### config.mk
export PLATFORM = sky130hd
export DESIGN_NAME = lphm_mix
export DESIGN_NICKNAME = d
export VERILOG_FILES = /design/src/design/linear_probe_hash_map_defines.svh /design/src/design/lphm_pkg.sv /design/src/design/lphm_mix.sv
export SDC_FILE = /design/constraint.sdc
export NUM_CORES = 2
export LEC_CHECK = 0
export ABC_AREA = 1
export ABC_CLOCK_PERIOD_IN_PS = 19870
export BUFFER_PORTS_ARGS = -buffer_cell sky130_fd_sc_hd__buf_2
export CORE_ASPECT_RATIO = 0.75
export CORE_MARGIN = 1
export CORE_UTILIZATION = 52
export DETAILED_ROUTE_END_ITERATION = 10
export PLACE_DENSITY = 0.65
export SLEW_MARGIN = 5
export SYNTH_ARGS = -nofsm -noshare
export SYNTH_HDL_FRONTEND = slang
export SYNTH_SLANG_ARGS = --single-unit
### constraint.sdc
create_clock -name clk -period 19.87 [get_ports clk]
set_input_delay 3.974 -clock clk [delete_from_list [all_inputs] [get_ports clk]]
set_output_delay 3.974 -clock clk [all_outputs]
set_load 0.02 [all_outputs]
### src/design/linear_probe_hash_map_defines.svh
// assertion macros for the linear probe hash map
// no dependencies; included by files that carry assertions
`ifndef LINEAR_PROBE_HASH_MAP_DEFINES_SVH
`define LINEAR_PROBE_HASH_MAP_DEFINES_SVH

// same-cycle implication
`define LPHM_ASSERT_NOW(label, clk, rst_n, a, c, msg) \
  label: assert property (@(posedge clk) disable iff (!rst_n) (a) |-> (c)) else $error(msg);

// next-cycle implication
`define LPHM_ASSERT_NEXT(label, clk, rst_n, a, c, msg) \
  label: assert property (@(posedge clk) disable iff (!rst_n) (a) |=> (c)) else $error(msg);

`endif

### src/design/lphm_pkg.sv
// package for the linear probe hash map: sizes, hash constants, types
// no dependencies
package lphm_pkg;

  localparam int MAX_SLOTS = 1024;
  localparam int ADDR_W    = $clog2(MAX_SLOTS);
  localparam int CNT_W     = ADDR_W + 1;
  localparam int LG_W      = 4;
  localparam int LG_MIN    = 3;
  localparam int LG_MAX    = ADDR_W;

  localparam logic [63:0] MIX_C0 = 64'h9E3779B97F4A7C15;
  localparam logic [63:0] MIX_C1 = 64'hBF58476D1CE4E5B9;
  localparam logic [63:0] MIX_C2 = 64'h94D049BB133111EB;

  typedef enum logic [1:0] {
    OP_GET    = 2'd0,
    OP_PUT    = 2'd1,
    OP_REMOVE = 2'd2,
    OP_CLEAR  = 2'd3
  } op_t;

  typedef enum logic [3:0] {
    S_SWEEP,
    S_IDLE,
    S_HASH,
    S_PRD,
    S_PCHK,
    S_SRD,
    S_SCHK,
    S_HOME,
    S_MOVE,
    S_VAC,
    S_DONE
  } state_t;

  typedef struct packed {
    logic        occ;
    logic [63:0] key;
    logic [31:0] val;
  } slot_t;

  typedef struct packed {
    logic        start;
    logic [63:0] key;
  } mix_req_t;

endpackage

### src/design/lphm_mix.sv
// iterative splitmix64 finalizer folded to 32 bits, one 32x32 product per cycle
// depends on lphm_pkg
module lphm_mix (
  input  logic              clk,
  input  logic              rst_n,
  input  lphm_pkg::mix_req_t req,
  output logic              done,
  output logic [31:0]       hash
);
  import lphm_pkg::*;

  logic [63:0] x_r, x_nxt;
  logic [63:0] acc_r, acc_nxt;
  logic [1:0]  sub_r, sub_nxt;
  logic        rnd_r, rnd_nxt;
  logic        run_r, run_nxt;
  logic        done_r, done_nxt;
  logic [31:0] hash_r, hash_nxt;

  logic [63:0] mop, cst, sum, addend;
  logic [31:0] ma, mb;
  logic [63:0] prod;

  always_comb begin
    mop = rnd_r ? (x_r ^ (x_r >> 27)) : (x_r ^ (x_r >> 30));
    cst = rnd_r ? MIX_C2 : MIX_C1;
    case (sub_r)
      2'd0: begin
        ma = mop[31:0];
        mb = cst[31:0];
      end
      2'd1: begin
        ma = mop[63:32];
        mb = cst[31:0];
      end
      default: begin
        ma = mop[31:0];
        mb = cst[63:32];
      end
    endcase
    prod   = 64'(ma) * 64'(mb);
    addend = (sub_r == 2'd0) ? prod : {prod[31:0], 32'd0};
    sum    = acc_r + addend;

    x_nxt    = x_r;
    acc_nxt  = acc_r;
    sub_nxt  = sub_r;
    rnd_nxt  = rnd_r;
    run_nxt  = run_r;
    done_nxt = 1'b0;
    hash_nxt = hash_r;
    if (req.start) begin
      x_nxt   = req.key + MIX_C0;
      acc_nxt = '0;
      sub_nxt = 2'd0;
      rnd_nxt = 1'b0;
      run_nxt = 1'b1;
    end else if (run_r) begin
      if (sub_r == 2'd2) begin
        x_nxt   = sum;
        acc_nxt = '0;
        sub_nxt = 2'd0;
        rnd_nxt = 1'b1;
        if (rnd_r) begin
          run_nxt  = 1'b0;
          done_nxt = 1'b1;
          hash_nxt = sum[31:0] ^ sum[62:31];
        end
      end else begin
        acc_nxt = sum;
        sub_nxt = sub_r + 2'd1;
      end
    end
  end

  always_ff @(posedge clk) begin
    x_r    <= x_nxt;
    acc_r  <= acc_nxt;
    sub_r  <= sub_nxt;
    rnd_r  <= rnd_nxt;
    hash_r <= hash_nxt;
    if (!rst_n) begin
      run_r  <= 1'b0;
      done_r <= 1'b0;
    end else begin
      run_r  <= run_nxt;
      done_r <= done_nxt;
    end
  end

  assign done = done_r;
  assign hash = hash_r;

endmodule

==> Yosys cells after proc, flatten, opt, wreduce, memory -nomap -nowiden <==
Index checks and enable logic that the tools add are counted.
{ "classes": {"add_sub_neg": 3, "mul": 1, "n_div": 0, "order_cmp": 0, "n_eq_ne": 2, "shift": 0, "muxes": 15, "bitwise": 7, "n_reduce_logical": 8} }
{ "ops": {"columns": ["operator", "n"], "rows": [
  ["64-bit 2-to-1 mux", 6],
  ["64-bit adder", 1],
  ["64-bit adder, second input constant", 1],
  ["32-bit by 32-bit multiplier with 64-bit output", 1],
  ["32-bit 2-to-1 mux", 2],
  ["64-bit by 34-bit XOR with 64-bit output", 1],
  ["64-bit by 37-bit XOR with 64-bit output", 1],
  ["62-bit 2-to-1 mux", 1],
  ["32-bit XOR", 1],
  ["1-bit 2-to-1 mux", 5],
  ["1-bit NOT", 4],
  ["2-bit AND reduction", 2],
  ["4-bit AND reduction", 1],
  ["2-bit nonzero test", 2],
  ["4-bit OR reduction", 1],
  ["2-bit by 1-bit adder with 2-bit output, second input constant", 1],
  ["2-bit by 1-bit equality test with 1-bit output, second input constant", 1],
  ["2-bit equality test, second input constant", 1],
  ["2-bit logical NOT", 1],
  ["2-bit 2-to-1 mux", 1],
  ["2-bit OR reduction", 1]
]} }
{ "totals": {"register_bits": 165, "latch_bits": 0, "ramBits": 0, "mem_bits_ro": 0, "input_bits": 67, "output_inout_bits": 33, "wordCells": 43, "memories": 0} }

==> Depth between registers and ports, before layout <==
{ "logic_depth": {"depth_word": 9, "mapped_depth": 54, "mapped_depth_nobuf": 53} }

==> Worst setup path after synthesis <==
OpenSTA, ideal clock, no wires.
{ "synth_timing": {"path_type": "register to register", "from": "reg sub_r[0]", "to": "reg x_r[55] (data pin)", "setup_time_ns": 0.265, "arrival_ns": 8.919, "slack_ns": 10.686, "stages_incl_launch_ff": 45, "n_path_buf": 3, "path_cell_list": "dfxtp_1 -> inv_1 -> nor2_2 -> inv_2 -> buf_2 -> buf_2 -> o21ai_1 -> buf_2 -> nor2_1 -> fa_1 -> inv_1 -> fa_1 -> inv_1 -> fa_1 -> inv_1 -> fa_1 -> inv_1 -> fa_1 -> (+9 left out) -> a21boi_0 -> nor2_1 -> nor2_1 -> nand3_1 -> or2_2 -> nand3_1 -> o21ai_0 -> ha_1 -> a21oi_1 -> inv_1 -> a31oi_1 -> o21ai_1 -> a221oi_1 -> nand2_1 -> nand2_1 -> nand2_1 -> nand2_1 -> o21ai_1"} }
{ "synth_via": {"elab_chain_len": 9, "elab_cells_between_ends": 11} }
{ "synth_rtl": {"columns": ["element", "line_no", "rtl"], "rows": [
  ["start, declared", "lphm_mix.sv:14", "logic [1:0] sub_r, sub_nxt;"],
  ["start signal, assigned", "lphm_mix.sv:79", "sub_r <= sub_nxt;"],
  ["2-bit by 1-bit equality test with 1-bit output / 2-bit logical NOT (equally long branches)", "lphm_mix.sv:27, lphm_mix.sv:42", null],
  ["2-bit OR reduction (no source line)", null, null],
  ["32-bit 2-to-1 mux", "lphm_mix.sv:27", "case (sub_r)"],
  ["32-bit by 32-bit multiplier with 64-bit output", "lphm_mix.sv:41", "prod = 64'(ma) * 64'(mb);"],
  ["64-bit 2-to-1 mux *", "lphm_mix.sv:42", "addend = (sub_r == 2'd0) ? prod : {prod[31:0], 32'd0};"],
  ["64-bit adder *", "lphm_mix.sv:43", "sum = acc_r + addend;"],
  ["64-bit 2-to-1 mux *", "lphm_mix.sv:59", "if (sub_r == 2'd2) begin"],
  ["64-bit 2-to-1 mux *", "lphm_mix.sv:58", "end else if (run_r) begin"],
  ["64-bit 2-to-1 mux *", "lphm_mix.sv:52", "if (req.start) begin"],
  ["via x_nxt[55]", "lphm_mix.sv:12", "logic [63:0] x_r, x_nxt;"],
  ["end signal, assigned", "lphm_mix.sv:77", "x_r <= x_nxt;"],
  ["end, declared", "lphm_mix.sv:12", null]
]} }
Mark *: on every way through the listed nets, which the timed path passes. The rest lies on a longest branch. The select of a mux whose other input is x is not followed.
A chain may end at the register's enable or synchronous reset.

==> Worst setup path in the final report <==
{ "layout_timing": {"from": "reg sub_r[1]", "to": "reg x_r[34] (data pin)"} }
The elaborated chain is that of the path after synthesis.

==> flow_summary.toml <==
[status]
status = "completed"

[critical_path]
crit_slowest_cell = "sky130_fd_sc_hd__nor2_1"
critical_path_required_ps = 20020
critical-path-top-cell-by-count = "sky130_fd_sc_hd__inv_1"
cp_num_buf_inv = 11
crit_path_max_fanout = 42
reg2regPathDepth = 37
setup.reg_to_reg.worst_slack_ps = 6040
timing.critical_path.arrival_ps = 13980
critical_path.reg2reg.endpoint = "x_r[34]"
element_type_at_the_critical_path_end = "flip-flop"
r2r_start = "sub_r[1]"
worstSetupPathDepth = 37
worst-setup-path-type = "flip-flop to flip-flop"
cpLargestDelayFamily = "adder cells"
worst_path_largest_cell_delay_ps = 1020
critPathLaunchType = "flip-flop"

[final_layout]
multi_input_comb_area_sq_mm = 0.0347
fraction_of_layout_instances_using_a_drive_strength_above_1_pct = 5.88
num-nets-final = 6979
area.growth.synth_to_final_pct = 5.17
layout.filler_cells = 8124
ff_latch_area_sq_mm = 0.00427
design_area_sq_mm = 0.0470
antenna_cells_inserted = 0
final_core_utilization_pct = 55.6

[sta]
finalHoldViolations = 0
worstMarginPinSlew_ps = 1290
timing.clock.skew_ps = 19.7
timing.final.crit_period_ps = 13830
setup_total_negative_slack_ps = 0
timing.slew.headroom_pct = 13.9
fmax_achieved_mhz = 72.3
drv_slew = 0
setup_violations = 0
hold_slack_ps = 467
grt_setup_unrepaired = "false"
final.period_utilization_pct = 69.6

[routing]
remaining_drc_errors = 0
vias = 39470
drt_iter0_markers = 5488
vias_per_cell = 5.78
detail_route.wl_per_cell_microns = 25.8
finalWirelength_microns = 176000
detail_route.first_pass.iterations = 8
ant_nets = 0

[clock_tree]
cts.htree.levels = 4
clock_tree.root_cell = "sky130_fd_sc_hd__clkbuf_16"
cts.path.max_buffers = 2
cts_tree = "yes"
post_cts_hold_buffer_count = 0
cts_inserted_buffers = 17
postCtsResizedCells = 0
cts_sinks = 165
post-cts-setup-buffers = 0
clk_transition_reported_paths_ps = 90
clock_latency_ps = 460

[logic_synthesis]
async_flop_share_pct = 0
syn-num-nets = 6959
synth-edff-count = 96
synthesized_area_sq_mm = 0.0447
post_synth_and_or_nand_nor_area_fraction_pct = 17.3
yosys_register_bits = 165
synth.top_cell.area_share_pct = 35.9
synth.mux.area_fraction_pct = 0
combinational_family_with_the_most_area_after_synthesis = "adder cells"
post-synth-top-area-cell = "sky130_fd_sc_hd__fa_1"
synthesized_area_fraction_occupied_by_ao_oa_aoi_and_oai_cells_pct = 9.08
synth_fa_ha_area_share_pct = 47.7
postSynthCellCount = 5669
synth_flop_cell = "sky130_fd_sc_hd__edfxtp_1"
synth.area.top_cells = "sky130_fd_sc_hd__fa_1 (36%), sky130_fd_sc_hd__ha_1 (12%), sky130_fd_sc_hd__inv_1 (11%)"
syn_area_per_cell_sq_um = 7.89
synth_seq_area_share_pct = 9.54
yosysWarnings = 0
synth_xor_area_share_pct = 3.32
synthDistinctLibCells = 62

[hold_path]
hold_path_depth = 2
holdCritPathClass = "flip-flop to flip-flop"
hold_path_end = "acc_r[37]"
min-delay-start = "acc_r[37]"

[placed_design]
portBuffers = 99
dp_hpwl_microns = 154000
dpl-instance-area_sq_mm = 0.0464
gp_congestion = 1.07

[global_route]
grt-ovfl-total = 0
gr-usage-all-layers_pct = 40.8
grt_max_degree = 65
antenna_found_initial = 6
grt_pass1_wl_microns = 256000
first_global_vias = 37976

[die]
start_util_pct = 52.9
die_w_microns = 341
rows = 92
die_h_microns = 256
floorplan.io_pins = 100
die-area_sq_mm = 0.0872
core_area_sq_mm = 0.0846

[flow_run]
timing.max_cap.violations = 0
==> synthesized netlist by cell type, types with 14 or more instances <==
cell type                  count
sky130_fd_sc_hd__a31oi_1      35
sky130_fd_sc_hd__nand4_1      14
sky130_fd_sc_hd__or2_2        35
sky130_fd_sc_hd__inv_1      1362
sky130_fd_sc_hd__nor2_1      652
sky130_fd_sc_hd__o22ai_1      19
sky130_fd_sc_hd__a21o_1       33
sky130_fd_sc_hd__o21bai_1     23
sky130_fd_sc_hd__inv_2        24
sky130_fd_sc_hd__edfxtp_1     96
sky130_fd_sc_hd__a21oi_1     229
sky130_fd_sc_hd__o21ai_0     235
sky130_fd_sc_hd__xnor2_1      39
sky130_fd_sc_hd__clkbuf_1     86
sky130_fd_sc_hd__dfxtp_1      69
sky130_fd_sc_hd__a21oi_2      16
sky130_fd_sc_hd__xor2_1      111
sky130_fd_sc_hd__nand2_1     856
sky130_fd_sc_hd__ha_1        421
sky130_fd_sc_hd__nand3_1     193
sky130_fd_sc_hd__o21ai_1      72
sky130_fd_sc_hd__buf_2        47
sky130_fd_sc_hd__nor3_1       32
sky130_fd_sc_hd__fa_1        802
==> placed cells by master, fill, tap and decap left out, drive strengths merged, types with 96 or more instances in the layout <==
master,synthesis,layout
fa,802,802
a21oi,245,245
xor2,116,116
buf,62,149
inv,1386,1393
ha,421,421
nand3,200,200
edfxtp,96,96
nand2,866,866
o21ai,312,312
nor2,662,662
==> state kept, by name, summed over array words and instances (netlist names) <==
signal,cells
hash,32
acc_r,64
rnd_r,1
x_r,64
done,1
run_r,1
sub_r,2
==> cell families (layout without fill, tap and decap cells) <==
group | count (synthesis) | in the layout
flip-flops | 165 | 165
buffers and inverters | 1536 | 1569
XOR/XNOR | 160 | 160
AND/OR/NAND/NOR | 1865 | 1865
AO/OA/AOI/OAI | 720 | 720
adder cells (fa/ha/maj) | 1223 | 1223
==> worst max path at each step <==
stage	startpoint	to	slack (ps)
floorplan	sub_r[0]	x_r[55]	10690
global route	sub_r[1]	x_r[34]	6070
global placement	sub_r[1]	x_r[34]	6800
CTS	sub_r[1]	x_r[34]	6900
finish	sub_r[1]	x_r[34]	6040
detailed placement	sub_r[1]	x_r[34]	6960
==> final cells by class <==
type,instances,share of cell area (%)
clock buffers,19,0.942
flip-flops and latches,165,9.07
well taps,1128,3.00
repair buffers,149,1.85
multi-input cells,3968,73.7
inverters,1388,11.1
clock inverters,13,0.354
==> through the flow <==
step	worst slack (ps)	cells
floorplan	10690	5669
global placement	6800	6798
detailed placement	6960	6798
CTS	6900	6830
global route	6070	6830
finish	6040	6830
==> metal layers <==
layer,share of wire (%),vias to the layer above,track usage [%],wire length [microns]
li1,-,17340,-,-
met1,44,19290,63.9,77300
met2,37,2600,51.6,65600
met3,17,236,16.1,29200
met4,2.3,4,7.98,4040
met5,0.10,-,1.43,181
==> tightest hold or removal path: cells and delay by family (launching register included) <==
family,cells,cell delay (ps)
DFF,1,310
and+or+nand+nor,2,110
Power is not shown: default switching activity piles up to over one toggle a cycle in this logic, so the estimate is an artifact.
